===== config.mk =====
export PLATFORM = sky130hd
export DESIGN_NAME = mov_instruction_stream_decoder_top
export DESIGN_NICKNAME = d
export VERILOG_FILES = /design/src/hdl/msd_pkg.sv /design/src/hdl/msd_decode.sv /design/src/hdl/mov_instruction_stream_decoder_top.sv
export SDC_FILE = /design/constraint.sdc
export NUM_CORES = 1
export LEC_CHECK = 0
export BUFFER_PORTS_ARGS = -buffer_cell sky130_fd_sc_hd__buf_4
export CORE_UTILIZATION = 25
export CTS_BUF_LIST = sky130_fd_sc_hd__clkbuf_8
export CTS_CLUSTER_SIZE = 14
export DETAILED_ROUTE_END_ITERATION = 6
export PLACE_DENSITY_LB_ADDON = 0.3
export SYNTH_ARGS = -nofsm -noshare
export SYNTH_HDL_FRONTEND = slang
export SYNTH_HIERARCHICAL = 1
export SYNTH_SLANG_ARGS = --single-unit

===== constraint.sdc =====
create_clock -name clk -period 6.7 [get_ports clk]
set_input_delay 1.34 -clock clk [delete_from_list [all_inputs] [get_ports clk]]
set_output_delay 1.34 -clock clk [all_outputs]
set_load 0.1 [all_outputs]

===== src/hdl/msd_pkg.sv =====
package msd_pkg;

  // opcode patterns, matched against the top bits of the first byte
  localparam logic [5:0] OPC_REGMEM  = 6'b100010;
  localparam logic [3:0] OPC_IMM_REG = 4'b1011;
  localparam logic [6:0] OPC_IMM_MEM = 7'b1100011;
  localparam logic [5:0] OPC_ACC     = 6'b101000;

  // ModRM codes
  localparam logic [1:0] MOD_NONE   = 2'b00;
  localparam logic [1:0] MOD_DISP8  = 2'b01;
  localparam logic [1:0] MOD_DISP16 = 2'b10;
  localparam logic [1:0] MOD_REG    = 2'b11;
  localparam logic [2:0] RM_DIRECT  = 3'b110;

  // form codes on the result
  localparam logic [1:0] FORM_REGMEM  = 2'd0;
  localparam logic [1:0] FORM_IMM_REG = 2'd1;
  localparam logic [1:0] FORM_IMM_MEM = 2'd2;
  localparam logic [1:0] FORM_ACC     = 2'd3;

  // longest instruction and the bytes held before the last one arrives
  localparam int unsigned MAX_LEN     = 6;
  localparam int unsigned STORE_DEPTH = MAX_LEN - 1;

  typedef enum logic [2:0] {
    KIND_REGMEM,
    KIND_IMM_REG,
    KIND_IMM_MEM,
    KIND_ACC,
    KIND_BAD
  } kind_t;

  typedef struct packed {
    logic [1:0]         form;
    logic               to_reg;
    logic               wide;
    logic [1:0]         mode;
    logic [2:0]         reg_field;
    logic [2:0]         rm_field;
    logic               direct_address;
    logic signed [15:0] displacement;
    logic [15:0]        value;
    logic [2:0]         length;
    logic               error;
  } res_t;

endpackage


===== src/hdl/msd_decode.sv =====
module msd_decode (
  input  logic [7:0]    bytes [msd_pkg::MAX_LEN],
  input  logic [2:0]    count,
  output logic [2:0]    len,
  output msd_pkg::res_t res
);

  logic [7:0]          b0, m;
  logic [1:0]          mod_f;
  logic [2:0]          rm_f;
  logic                direct;
  logic [1:0]          dbytes;
  logic [15:0]         disp;
  logic [15:0]         imm_mem;
  msd_pkg::kind_t      kind;

  assign b0     = bytes[0];
  assign m      = bytes[1];
  assign mod_f  = m[7:6];
  assign rm_f   = m[2:0];
  assign direct = (mod_f == msd_pkg::MOD_NONE) && (rm_f == msd_pkg::RM_DIRECT);

  // opcode class of the first byte
  always_comb begin
    if (b0[7:2] == msd_pkg::OPC_REGMEM)       kind = msd_pkg::KIND_REGMEM;
    else if (b0[7:4] == msd_pkg::OPC_IMM_REG) kind = msd_pkg::KIND_IMM_REG;
    else if (b0[7:1] == msd_pkg::OPC_IMM_MEM) kind = msd_pkg::KIND_IMM_MEM;
    else if (b0[7:2] == msd_pkg::OPC_ACC)     kind = msd_pkg::KIND_ACC;
    else                                      kind = msd_pkg::KIND_BAD;
  end

  // displacement bytes and the displacement itself
  always_comb begin
    case (mod_f)
      msd_pkg::MOD_NONE: begin
        dbytes = direct ? 2'd2 : 2'd0;
        disp   = direct ? {bytes[3], bytes[2]} : 16'h0000;
      end
      msd_pkg::MOD_DISP8: begin
        dbytes = 2'd1;
        disp   = {{8{bytes[2][7]}}, bytes[2]};
      end
      msd_pkg::MOD_DISP16: begin
        dbytes = 2'd2;
        disp   = {bytes[3], bytes[2]};
      end
      default: begin
        dbytes = 2'd0;
        disp   = 16'h0000;
      end
    endcase
  end

  // immediate of the imm-to-memory form sits after the displacement
  always_comb begin
    case (dbytes)
      2'd0:    imm_mem = b0[0] ? {bytes[3], bytes[2]} : {8'h00, bytes[2]};
      2'd1:    imm_mem = b0[0] ? {bytes[4], bytes[3]} : {8'h00, bytes[3]};
      default: imm_mem = b0[0] ? {bytes[5], bytes[4]} : {8'h00, bytes[4]};
    endcase
  end

  // length (zero while unknown) and result fields
  always_comb begin
    res = '0;
    len = 3'd1;
    case (kind)
      msd_pkg::KIND_REGMEM: begin
        len                = (count < 3'd2) ? 3'd0 : 3'd2 + {1'b0, dbytes};
        res.form           = msd_pkg::FORM_REGMEM;
        res.to_reg         = b0[1];
        res.wide           = b0[0];
        res.mode           = mod_f;
        res.reg_field      = m[5:3];
        res.rm_field       = rm_f;
        res.direct_address = direct;
        res.displacement   = direct ? 16'sh0000 : disp;
        res.value          = direct ? {bytes[3], bytes[2]} : 16'h0000;
      end
      msd_pkg::KIND_IMM_REG: begin
        len           = b0[3] ? 3'd3 : 3'd2;
        res.form      = msd_pkg::FORM_IMM_REG;
        res.to_reg    = 1'b1;
        res.wide      = b0[3];
        res.mode      = msd_pkg::MOD_REG;
        res.reg_field = b0[2:0];
        res.value     = b0[3] ? {bytes[2], bytes[1]} : {8'h00, bytes[1]};
      end
      msd_pkg::KIND_IMM_MEM: begin
        len = (count < 3'd2) ? 3'd0 : 3'd3 + {1'b0, dbytes} + {2'b00, b0[0]};
        res.form           = msd_pkg::FORM_IMM_MEM;
        res.wide           = b0[0];
        res.mode           = mod_f;
        res.reg_field      = m[5:3];
        res.rm_field       = rm_f;
        res.direct_address = direct;
        res.displacement   = disp;
        res.value          = imm_mem;
      end
      msd_pkg::KIND_ACC: begin
        len                = 3'd3;
        res.form           = msd_pkg::FORM_ACC;
        res.to_reg         = ~b0[1];
        res.wide           = b0[0];
        res.rm_field       = msd_pkg::RM_DIRECT;
        res.direct_address = 1'b1;
        res.value          = {bytes[2], bytes[1]};
      end
      default: begin
        res.error = 1'b1;
      end
    endcase
    res.length = len;
  end

endmodule


===== src/hdl/mov_instruction_stream_decoder_top.sv =====
// 16-bit MOV decoder: takes one code byte per cycle while in_stall is low and,
// once the last byte of an instruction is taken, registers and presents one
// decoded word on the out_ channel (1 to 6 bytes per instruction, unknown first
// bytes give an error word of length 1 and decoding restarts at the next byte).
// Decode is a single pass of field extraction between the byte store and the
// output register, so the sustained rate is one byte per cycle while in_stall
// is low. A one-entry skid stage behind the output register means in_stall only
// rises once a finished result finds the output register held by out_stall.
module mov_instruction_stream_decoder_top (
  input  logic               clk,
  input  logic               rst_n,
  input  logic               in_valid,
  output logic               in_stall,
  input  logic [7:0]         in_code_byte,
  output logic               out_valid,
  input  logic               out_stall,
  output logic [1:0]         out_form,
  output logic               out_to_reg,
  output logic               out_wide,
  output logic [1:0]         out_mode,
  output logic [2:0]         out_reg_field,
  output logic [2:0]         out_rm_field,
  output logic               out_direct_address,
  output logic signed [15:0] out_displacement,
  output logic [15:0]        out_value,
  output logic [2:0]         out_length,
  output logic               out_error
);

  logic [7:0]    store_r [msd_pkg::STORE_DEPTH];
  logic [7:0]    view    [msd_pkg::MAX_LEN];
  logic [2:0]    held_r, held_nxt;
  logic [2:0]    count;
  logic [2:0]    len;
  logic          in_fire, done, out_take;
  logic          out_valid_r, out_valid_nxt;
  logic          skid_valid_r, skid_valid_nxt;
  msd_pkg::res_t dec_res;
  msd_pkg::res_t out_res_r, skid_res_r;

  assign in_stall = skid_valid_r;
  assign in_fire  = in_valid && !in_stall;
  assign out_take = out_valid_r && !out_stall;
  assign count    = held_r + 3'd1;

  // bytes seen so far, with the incoming byte dropped into its slot
  for (genvar i = 0; i < msd_pkg::STORE_DEPTH; i++) begin : g_view
    assign view[i] = (held_r == 3'(i)) ? in_code_byte : store_r[i];
  end
  assign view[msd_pkg::MAX_LEN-1] = in_code_byte;

  msd_decode u_decode (
    .bytes (view),
    .count (count),
    .len   (len),
    .res   (dec_res)
  );

  assign done = in_fire && (len != 3'd0) && (count == len);

  // byte counter and output/skid occupancy
  always_comb begin
    held_nxt       = held_r;
    out_valid_nxt  = out_valid_r;
    skid_valid_nxt = skid_valid_r;
    if (in_fire) begin
      held_nxt = done ? 3'd0 : count;
    end
    if (skid_valid_r) begin
      if (out_take) begin
        skid_valid_nxt = 1'b0;
      end
    end else if (done) begin
      if (out_valid_r && !out_take) begin
        skid_valid_nxt = 1'b1;
      end else begin
        out_valid_nxt = 1'b1;
      end
    end else if (out_take) begin
      out_valid_nxt = 1'b0;
    end
  end

  always_ff @(posedge clk) begin
    if (!rst_n) begin
      held_r       <= 3'd0;
      out_valid_r  <= 1'b0;
      skid_valid_r <= 1'b0;
    end else begin
      held_r       <= held_nxt;
      out_valid_r  <= out_valid_nxt;
      skid_valid_r <= skid_valid_nxt;
    end
  end

  // byte store and result payloads
  always_ff @(posedge clk) begin
    if (in_fire && (held_r < 3'(msd_pkg::STORE_DEPTH))) begin
      store_r[held_r] <= in_code_byte;
    end
    if (skid_valid_r) begin
      if (out_take) begin
        out_res_r <= skid_res_r;
      end
    end else if (done) begin
      if (out_valid_r && !out_take) begin
        skid_res_r <= dec_res;
      end else begin
        out_res_r <= dec_res;
      end
    end
  end

  assign out_valid          = out_valid_r;
  assign out_form           = out_res_r.form;
  assign out_to_reg         = out_res_r.to_reg;
  assign out_wide           = out_res_r.wide;
  assign out_mode           = out_res_r.mode;
  assign out_reg_field      = out_res_r.reg_field;
  assign out_rm_field       = out_res_r.rm_field;
  assign out_direct_address = out_res_r.direct_address;
  assign out_displacement   = out_res_r.displacement;
  assign out_value          = out_res_r.value;
  assign out_length         = out_res_r.length;
  assign out_error          = out_res_r.error;

endmodule


==> Yosys cells after proc, flatten, opt, wreduce, memory -nomap -nowiden <==
Memories as Yosys holds them, arrays and structs flattened.
Cells that the tools add are included.
{ "totals": {"ramBits": 40, "out_inout_bits": 51, "reg_bits": 103, "inputBits": 12, "memories": 1} }
{ "memory_table": {"columns": ["memory", "words", "word_bits", "rd", "rd_ports_with_merged_regs", "write_ports", "line_no", "rtl"], "rows": [
  ["store_r", 5, 8, 5, 0, 1, "mov_instruction_stream_decoder_top.sv:30", "logic [7:0] store_r [msd_pkg::STORE_DEPTH];"]
]} }
{ "classes": {"eq_ne": 19, "n_reduce_logical": 23, "bitwise": 2, "order_cmp": 2, "n_addsub": 4, "muxes": 45} }
{ "op_table": {"columns": ["cell", "count"], "rows": [
  ["49-bit two-way mux", 4],
  ["16-bit two-way mux", 6],
  ["16-bit case mux with 2 select lines", 2],
  ["16-bit case mux with 4 select lines", 1],
  ["16-bit case mux with 3 select lines", 1],
  ["8-bit two-way mux", 5],
  ["3-bit two-way mux", 7],
  ["3-bit by 2-bit == test with 1-bit output, second input constant", 4],
  ["6-bit == test, second input constant", 2],
  ["2-bit case mux with 3 select lines", 2],
  ["3-bit case mux with 4 select lines", 1],
  ["1-bit two-way mux", 11],
  ["5-bit case mux with 2 select lines", 1],
  ["3-bit AND reduction", 3],
  ["4-bit case mux with 2 select lines", 1],
  ["7-bit == test, second input constant", 1],
  ["1-bit logical AND", 7],
  ["2-bit by 2-bit adder with 3-bit output, first input constant", 2],
  ["3-bit by 1-bit == test with 1-bit output, second input constant", 2],
  ["3-bit == test, second input constant", 2],
  ["3-bit zero test", 2],
  ["2-bit != test, second input constant", 3],
  ["2-bit by 1-bit == test with 1-bit output, second input constant", 2],
  ["4-bit == test, second input constant", 1],
  ["other kinds (17)", 22]
]} }

==> Logic depth before layout (Yosys ltp) <==
Gate-level depths: netlist of run 1.
{ "logic_depth": {"ltp_word": 15, "depth_mapped": 16} }

==> By module <==
Netlist of run 1, hierarchy kept.
{ "modules_own_cells": {"columns": ["mod", "cells_each", "instances", "area_each_um2"], "rows": [
  ["mov_instruction_stream_decoder_top", 290, 1, 5605.4],
  ["msd_decode", 181, 1, 1189.9]
]} }

==> Least setup slack after synthesis of run 1 <==
Ideal clock, no wire load.
{ "synth_path": {"kind": "input-to-reg", "startpoint": "in in_code_byte[0]", "endpoint": "reg out_res_r (netlist bit out_direct_address), enable pin", "arrival_time_ps": 6075, "path_buffers": 1, "cell_stages": 12, "slack_ps": 156, "path_cell_list": "mux2_2 -> nand3b_1 -> a21oi_4 -> inv_2 -> buf_2 -> ha_1 -> o22a_1 -> o21ai_0 -> xnor2_1 -> nand3_1 -> o32a_2 -> a21boi_1"} }
{ "synth_via": {"elab_chain_len": 14, "word_cells_on_any_way": 18} }
{ "synth_lines": {"columns": ["element", "line_no", "rtl"], "rows": [
  ["start: declaration", "mov_instruction_stream_decoder_top.sv:14", "input logic [7:0] in_code_byte,"],
  ["8-bit two-way mux", "mov_instruction_stream_decoder_top.sv:48", "assign view[i] = (held_r == 3'(i)) ? in_code_byte : store_r[i];"],
  ["3-bit == test", "msd_decode.sv:21", "assign direct = (mod_f == msd_pkg::MOD_NONE) && (rm_f == msd_pkg::RM_DIRECT);"],
  ["1-bit logical AND", "msd_decode.sv:21", null],
  ["2-bit two-way mux", "msd_decode.sv:36", "dbytes = direct ? 2'd2 : 2'd0;"],
  ["2-bit case mux with 3 select lines", "msd_decode.sv:34", "case (mod_f)"],
  ["2-bit by 2-bit adder with 3-bit output", "msd_decode.sv:90", "len = (count < 3'd2) ? 3'd0 : 3'd3 + {1'b0, dbytes} + {2'b00, b0[0]};"],
  ["3-bit by 1-bit adder with 3-bit output", "msd_decode.sv:90", null],
  ["3-bit two-way mux", "msd_decode.sv:90", null],
  ["3-bit case mux with 4 select lines *", "msd_decode.sv:67", "case (kind)"],
  ["net len[1]", "mov_instruction_stream_decoder_top.sv:34", "logic [2:0] len;"],
  ["3-bit nonzero test", "mov_instruction_stream_decoder_top.sv:59", "assign done = in_fire && (len != 3'd0) && (count == len);"],
  ["1-bit logical AND", "mov_instruction_stream_decoder_top.sv:59", null],
  ["1-bit logical AND *", "mov_instruction_stream_decoder_top.sv:59", null],
  ["2-bit nonzero test (no source line) *", null, null],
  ["3-bit AND reduction (no source line) *", null, null],
  ["end signal: assignment", "mov_instruction_stream_decoder_top.sv:103", "out_res_r <= skid_res_r;"],
  ["end signal: assignment", "mov_instruction_stream_decoder_top.sv:109", "out_res_r <= dec_res;"],
  ["end: declaration", "mov_instruction_stream_decoder_top.sv:39", "msd_pkg::res_t out_res_r, skid_res_r;"]
]} }
Mark *: on every way through the listed nets, which the timed path passes. The rest lies on a longest branch.
A chain may end at the register's enable or synchronous reset.

==> qor.yml, run 1 <==
route:
  drt_wl_total_um: 15600
  drt_iter0_markers: 257
  dr_total_vias: 4093
  first_pass_iters: 4
  vias_per_cell: 4.63
  wl_per_cell_um: 17.7
  ant_nets: 0
  drcViolationCount: 0
critical_path:
  rrSetupSlack_ps: 1610
  r2r_end: "out_value[11]$_DFFE_PP_"
  rr_worst_depth: 15
  worst_setup_path_start_kind: "flip-flop"
  cp-end-kind: "flip-flop"
  path_class: "flip-flop to flip-flop"
  cp.arrival_ps: 5180
  crit_required_ps: 6790
  worstReg2RegStart: "held_r[1]$_SDFFE_PN0P_"
  path_max_fanout: 49
cts:
  cts_hold_buf: 0
  cts_sinks: 143
  root_buffer: "clkbuf_8"
  cts_tree: "yes"
  h-tree-depth: 4
  cts_buffers: 17
  clkTransAtPathRegs_ps: 80
  cts_resized: 0
  post_cts_buffers: 0
  clkLatencyLatePin_ps: 460
  clock_path_buffers: 2
global_route:
  grt_pass1_vias: 4147
  grt.overflow.total: 0
  antenna_found_initial: 0
  grt_max_degree: 55
  grt_usage: 0.114
  grt_pass1_wl_um: 24000
timing:
  maxSlewViolCount: 0
  fin_crit_sh: 0.760
  max_slew.worst_pin.slew_ps: 957
  whs_ps: 528
  fin_tns_setup_ps: 0
  fin_skew_ps: 13.4
  hold_viol: 0
  setup_viol_count_final: 0
  max_slew_margin: 0.357
  fmax_mhz: 197
  fin_crit_ps: 5090
  rsz0062_at_grt: "false"
placed_design:
  dp_hpwl_um: 11400
  gp_congestion: 0.829
  dp_cells: 853
  placed_area_mm2: 0.00763
  portBuffers: 62
synth:
  synth_top_area_frac: 0.610
  synthCells: 471
  synth_simple_gate_area_frac: 0.0841
  syn_area_mm2: 0.00680
  syn-num-nets: 490
  synth_fa_ha_area_frac: 0.0129
  synth-seq-area-share: 0.625
  synth-edff-count: 138
  synth_area_leaders: "edfxtp_1 61%, mux2_2 16%, nand2_1 2.4%"
  yosys_warnings: 6
  synth_compound_area_frac: 0.0748
  ys_types: 52
  synth_area_per_cell_um2: 14.4
  async_reset_ff_frac: 0
  synthXorXnorAreaFrac: 0.00258
  yosys.area.top_type: "edfxtp_1"
  synth_seq_cells: 143
  synthMuxAreaShare: 0.174
  synth_ff_type: "edfxtp_1"
  synth_top_family_by_area: "multiplexers"
layout:
  multi_input_area_mm2: 0.00240
  fill_cells: 2569
  drive_gt1_frac: 0.390
  largestRegisters: "skid_res_r (49), store_r (40)"
  regArea_mm2: 0.00425
  layoutNonFillerInstCount: 884
  area_growth_pct: 18.5
  regMostFlops: "skid_res_r"
  final_cell_mix: "138 x edfxtp_1, 98 x mux2_2, 67 x buf_4"
  antennaDiodeCount: 0
  largest_reg_flops: 49
  final_common_cell: "edfxtp_1"
  final_area_mm2: 0.00806
  nNetsFinal: 556
power:
  p_total_mw: 3.50
  power.density_mw_per_mm2: 434
  leakage_nw: 2.90
  vdd_ir_drop_max_mv: 0.114
min_path:
  holdPathEnd: "in_stall$_SDFF_PN0_"
  hold_class: "flip-flop to flip-flop"
  hold_path_depth: 2
  hold_start: "out_valid$_SDFFE_PN0P_"
die:
  die_x_um: 167
  core_area_mm2: 0.0264
  row_count: 59
  die-area_mm2: 0.0278
  dieHeight_um: 167
  io_pins: 63
  start_util: 0.258
run:
  drv_cap: 0
status:
  status: "completed"
-- metal layers --
layer	part of all wire	up-vias	wire length [um]	GRT usage
met2	0.44	127	6830	0.167
met1	0.50	2007	7790	0.161
met4	0.015	0	227	0.0447
li1	-	1944	-	-
met5	0	-	0	0
met3	0.049	15	772	0.0261
-- how the worst max path moves through the flow --
stage	startpoint	cells past startpoint	end	slack (ps)
after global routing	held_r[1]$_SDFFE_PN0P_	15	out_value[11]$_DFFE_PP_	1210
final	held_r[1]$_SDFFE_PN0P_	15	out_value[11]$_DFFE_PP_	1610
after CTS	held_r[1]$_SDFFE_PN0P_	15	out_value[11]$_DFFE_PP_	1640
after detailed placement	in_code_byte[0]	13	out_value[11]$_DFFE_PP_	1210
after floorplan	in_code_byte[0]	12	out_direct_address$_DFFE_PP_	160
after global placement	in_code_byte[0]	13	out_value[8]$_DFFE_PP_	1330
-- kinds of logic (layout without fill, tap and decap cells) --
kind of cell,count (synthesis),in the layout
AOI/OAI and AO/OA,67,67
xor gates and xnor gates,2,2
adders and majority gates,7,7
buffers and inverters,37,115
DFF,143,143
muxes,106,106
and+or+nand+nor,109,109
-- metrics by stage --
step / utilization / setup WS, ps
finish: 0.306 / 1610
CTS: 0.306 / 1640
global route: 0.306 / 1210
global placement: 0.290 / 1330
detailed placement: 0.290 / 1210
floorplan: - / 156
-- cell type report --
cell class | count | area share
sequential | 143 | 0.527
multi-input combinational | 291 | 0.298
timing repair buffer | 67 | 0.0624
tap | 335 | 0.0520
clock buffer | 17 | 0.0290
clock inverter | 14 | 0.0236
inverter | 17 | 0.00792
-- Yosys cell counts, types with 2 or more instances --
master	number
edfxtp_1	138
mux2_2	98
nand2_1	43
nor2_1	16
inv_1	13
and3_1	12
buf_2	11
a21oi_1	9
o221ai_1	9
a22oi_1	8
and2_1	8
mux2i_1	8
o31ai_1	8
ha_1	7
nand3_1	7
o21ai_0	6
dfxtp_1	5
nand2_2	5
a21o_1	4
a22o_1	4
buf_4	4
clkbuf_1	3
inv_2	3
nor2b_1	3
nor4_1	3
o22a_1	3
a21boi_0	2
a21boi_1	2
buf_6	2
nand2b_1	2
nand3b_1	2
nor4b_4	2
o211ai_1	2
-- critical path, stage by stage, from the launching register on --
cell	delay (ps)
dfxtp_1	460
inv_1	140
ha_1	210
nand2_2	170
mux2_2	380
nand3b_1	230
a21oi_4	330
inv_2	290
ha_1	350
o22a_1	220
o21ai_0	470
nand3b_1	160
a211o_1	340
o32a_2	270
a21boi_4	140
buf_4	490
-- power by group --
part           total [mW]  internal (mW)  switching, mW  leakage, nW
clock network       0.738          0.403          0.335        0.208
registers            1.25           1.20         0.0539         1.30
logic                1.51          0.332           1.18         1.40
total                3.50           1.93           1.57         2.90
Note: power is estimated with default switching activity, not from simulation.
==> inputs of run 2 (changes only) <==
- clock period: 6.7 -> 4.37 ns (I/O delays scaled with it)
==> run 2 against run 1 <==
Fmax increased by 25%. Via count increased by 1.2%. Core utilization increased by 0.23 points. Sequential share of layout area decreased by 0.37 points. Sequential power increased by 53%.
==> qor.yml, run 2 (synthesis gave the netlist of run 1 again) <==
die:
  die-area_mm2: 0.0278
  io_pins: 63
  row_count: 59
  die_x_um: 167
  dieHeight_um: 167
  start_util: 0.258
  core_area_mm2: 0.0264
status:
  status: "completed"
timing:
  whs_ps: 529
  rsz0062_at_grt: "false"
  max_slew_margin: 0.332
  fin_tns_setup_ps: 0
  fin_skew_ps: 12.6
  fin_crit_ps: 4070
  hold_viol: 0
  max_slew.worst_pin.slew_ps: 994
  setup_viol_count_final: 0
  fmax_mhz: 246
  fin_crit_sh: 0.930
  maxSlewViolCount: 0
layout:
  final_area_mm2: 0.00812
  post-route-util: 0.308
  regArea_mm2: 0.00425
  final_common_cell: "edfxtp_1"
  largestRegisters: "skid_res_r (49), store_r (40)"
  area_growth_pct: 19.4
  fill_cells: 2601
  final_cell_mix: "138 x edfxtp_1, 98 x mux2_2, 73 x buf_4"
  nNetsFinal: 564
  largest_reg_flops: 49
  multi_input_area_mm2: 0.00244
  drive_gt1_frac: 0.407
  antennaDiodeCount: 0
  regMostFlops: "skid_res_r"
min_path:
  hold_start: "out_valid$_SDFFE_PN0P_"
  holdPathEnd: "in_stall$_SDFF_PN0_"
  hold_class: "flip-flop to flip-flop"
  hold_path_depth: 2
global_route:
  grt_pass1_vias: 4164
  antenna_found_initial: 0
  use_met3: 0.0290
  grt_usage: 0.113
  grt_use_met2: 0.163
  grt_max_degree: 54
  grt.overflow.total: 0
  top_usage_layer: "met2"
  grt_pass1_wl_um: 24100
  met1_usage: 0.156
power:
  leakage_nw: 2.91
  power.density_mw_per_mm2: 645
  vdd_ir_drop_max_mv: 0.201
critical_path:
  crit_family: "compound AO/OA/AOI/OAI gates"
  rrSetupSlack_ps: 300
  cpPeakStageDelay_ps: 550
  path_common_cell: "nand2_2"
  worstReg2RegStart: "held_r[0]$_SDFFE_PN0P_"
  path_class: "flip-flop to flip-flop"
  path_buf_inv: 2
  critPathSlowestCell: "dfxtp_1"
  cp.arrival_ps: 4200
  r2r_end: "out_value[15]$_DFFE_PP_"
  worst_setup_path_start_kind: "flip-flop"
  crit_chain: "inv_2 -> ha_1 -> nand2_2 -> mux2_2 -> nor4b_4 -> nand2_2 -> o22a_1 -> o21ai_2 -> xnor2_1 -> nand3_1 -> o32a_4 -> a21boi_4 -> buf_12"
  crit_required_ps: 4500
  rr_worst_depth: 13
  path_max_fanout: 49
  cp-end-kind: "flip-flop"
route:
  drt_wl_total_um: 15400
  drt_iter0_markers: 258
  drcViolationCount: 0
  wl_per_cell_um: 17.2
  ant_nets: 0
  dr_total_vias: 4142
  vias_per_cell: 4.64
  first_pass_iters: 4
placed_design:
  gp_congestion: 0.862
  dp_hpwl_um: 11000
  portBuffers: 62
  placed_area_mm2: 0.00776
cts:
  cts_sinks: 143
  cts_hold_buf: 0
  clkTransAtPathRegs_ps: 80
  clkLatencyLatePin_ps: 450
  cts_buffers: 17
  h-tree-depth: 4
  cts_resized: 0
  cts_tree: "yes"
  post_cts_buffers: 0
  clock_path_buffers: 2
  root_buffer: "clkbuf_8"
run:
  drv_cap: 0
run 2: cell count changes in the layout (fill, tap and decap cells not counted), moves of 2 or more:
cell | previous run | this run
clkinvlp_4 | 3 | 7
buf_4 | 67 | 73
buf_12 | 0 | 2
ha_4 | 0 | 2
bufinv_16 | 4 | 1
ha_1 | 7 | 5
run 2: power by group:
part | total, mW | switching (mW) | leakage, nW | internal, mW
Sequential | 1.91 | 0.0794 | 1.30 | 1.83
Clock | 0.949 | 0.507 | 0.163 | 0.442
Combinational | 2.37 | 1.82 | 1.45 | 0.556
Total | 5.23 | 2.40 | 2.91 | 2.83
run 2: metal layers:
metal	vias up	share of wire
met5	-	0
met4	0	0.027
met3	28	0.047
met2	116	0.44
met1	2045	0.49
li1	1953	-
run 2: layout make-up:
cell class                 count  share of cell area
sequential                   143               0.523
tap                          335              0.0516
multi-input combinational    291               0.301
clock inverter                15              0.0150
clock buffer                  17              0.0288
inverter                      17             0.00786
timing repair buffer          75              0.0725
run 2: worst max-delay path by stage:
stage / start / to / slack [ps] / depth (start not counted)
after floorplan: in_code_byte[0] / out_direct_address$_DFFE_PP_ / 20 / 12
after global placement: in_code_byte[7] / out_value[8]$_DFFE_PP_ / 410 / 13
after detailed placement: held_r[0]$_SDFFE_PN0P_ / out_value[15]$_DFFE_PP_ / 310 / 12
after CTS: held_r[0]$_SDFFE_PN0P_ / out_displacement[14]$_DFFE_PP_ / 290 / 12
after global routing: held_r[0]$_SDFFE_PN0P_ / out_value[14]$_DFFE_PP_ / 30 / 12
final: held_r[0]$_SDFFE_PN0P_ / out_value[15]$_DFFE_PP_ / 300 / 13
run 2: worst min-delay path: cells and delay by family (launching register included):
kind,cells,cell delay [ps]
flops,1,360
simple gates,1,80
compound gates,1,60
run 2: stage by stage:
step / setup slack [ps] / std cells / power (mW)
6_report: 305 / 893 / 5.23
5_1_grt: 31.0 / 893 / 5.44
4_1_cts: 285 / 893 / 5.29
3_5_place_dp: 312 / 861 / 4.33
3_3_place_gp: 412 / 861 / 4.31
2_1_floorplan: 19.4 / 471 / 3.82
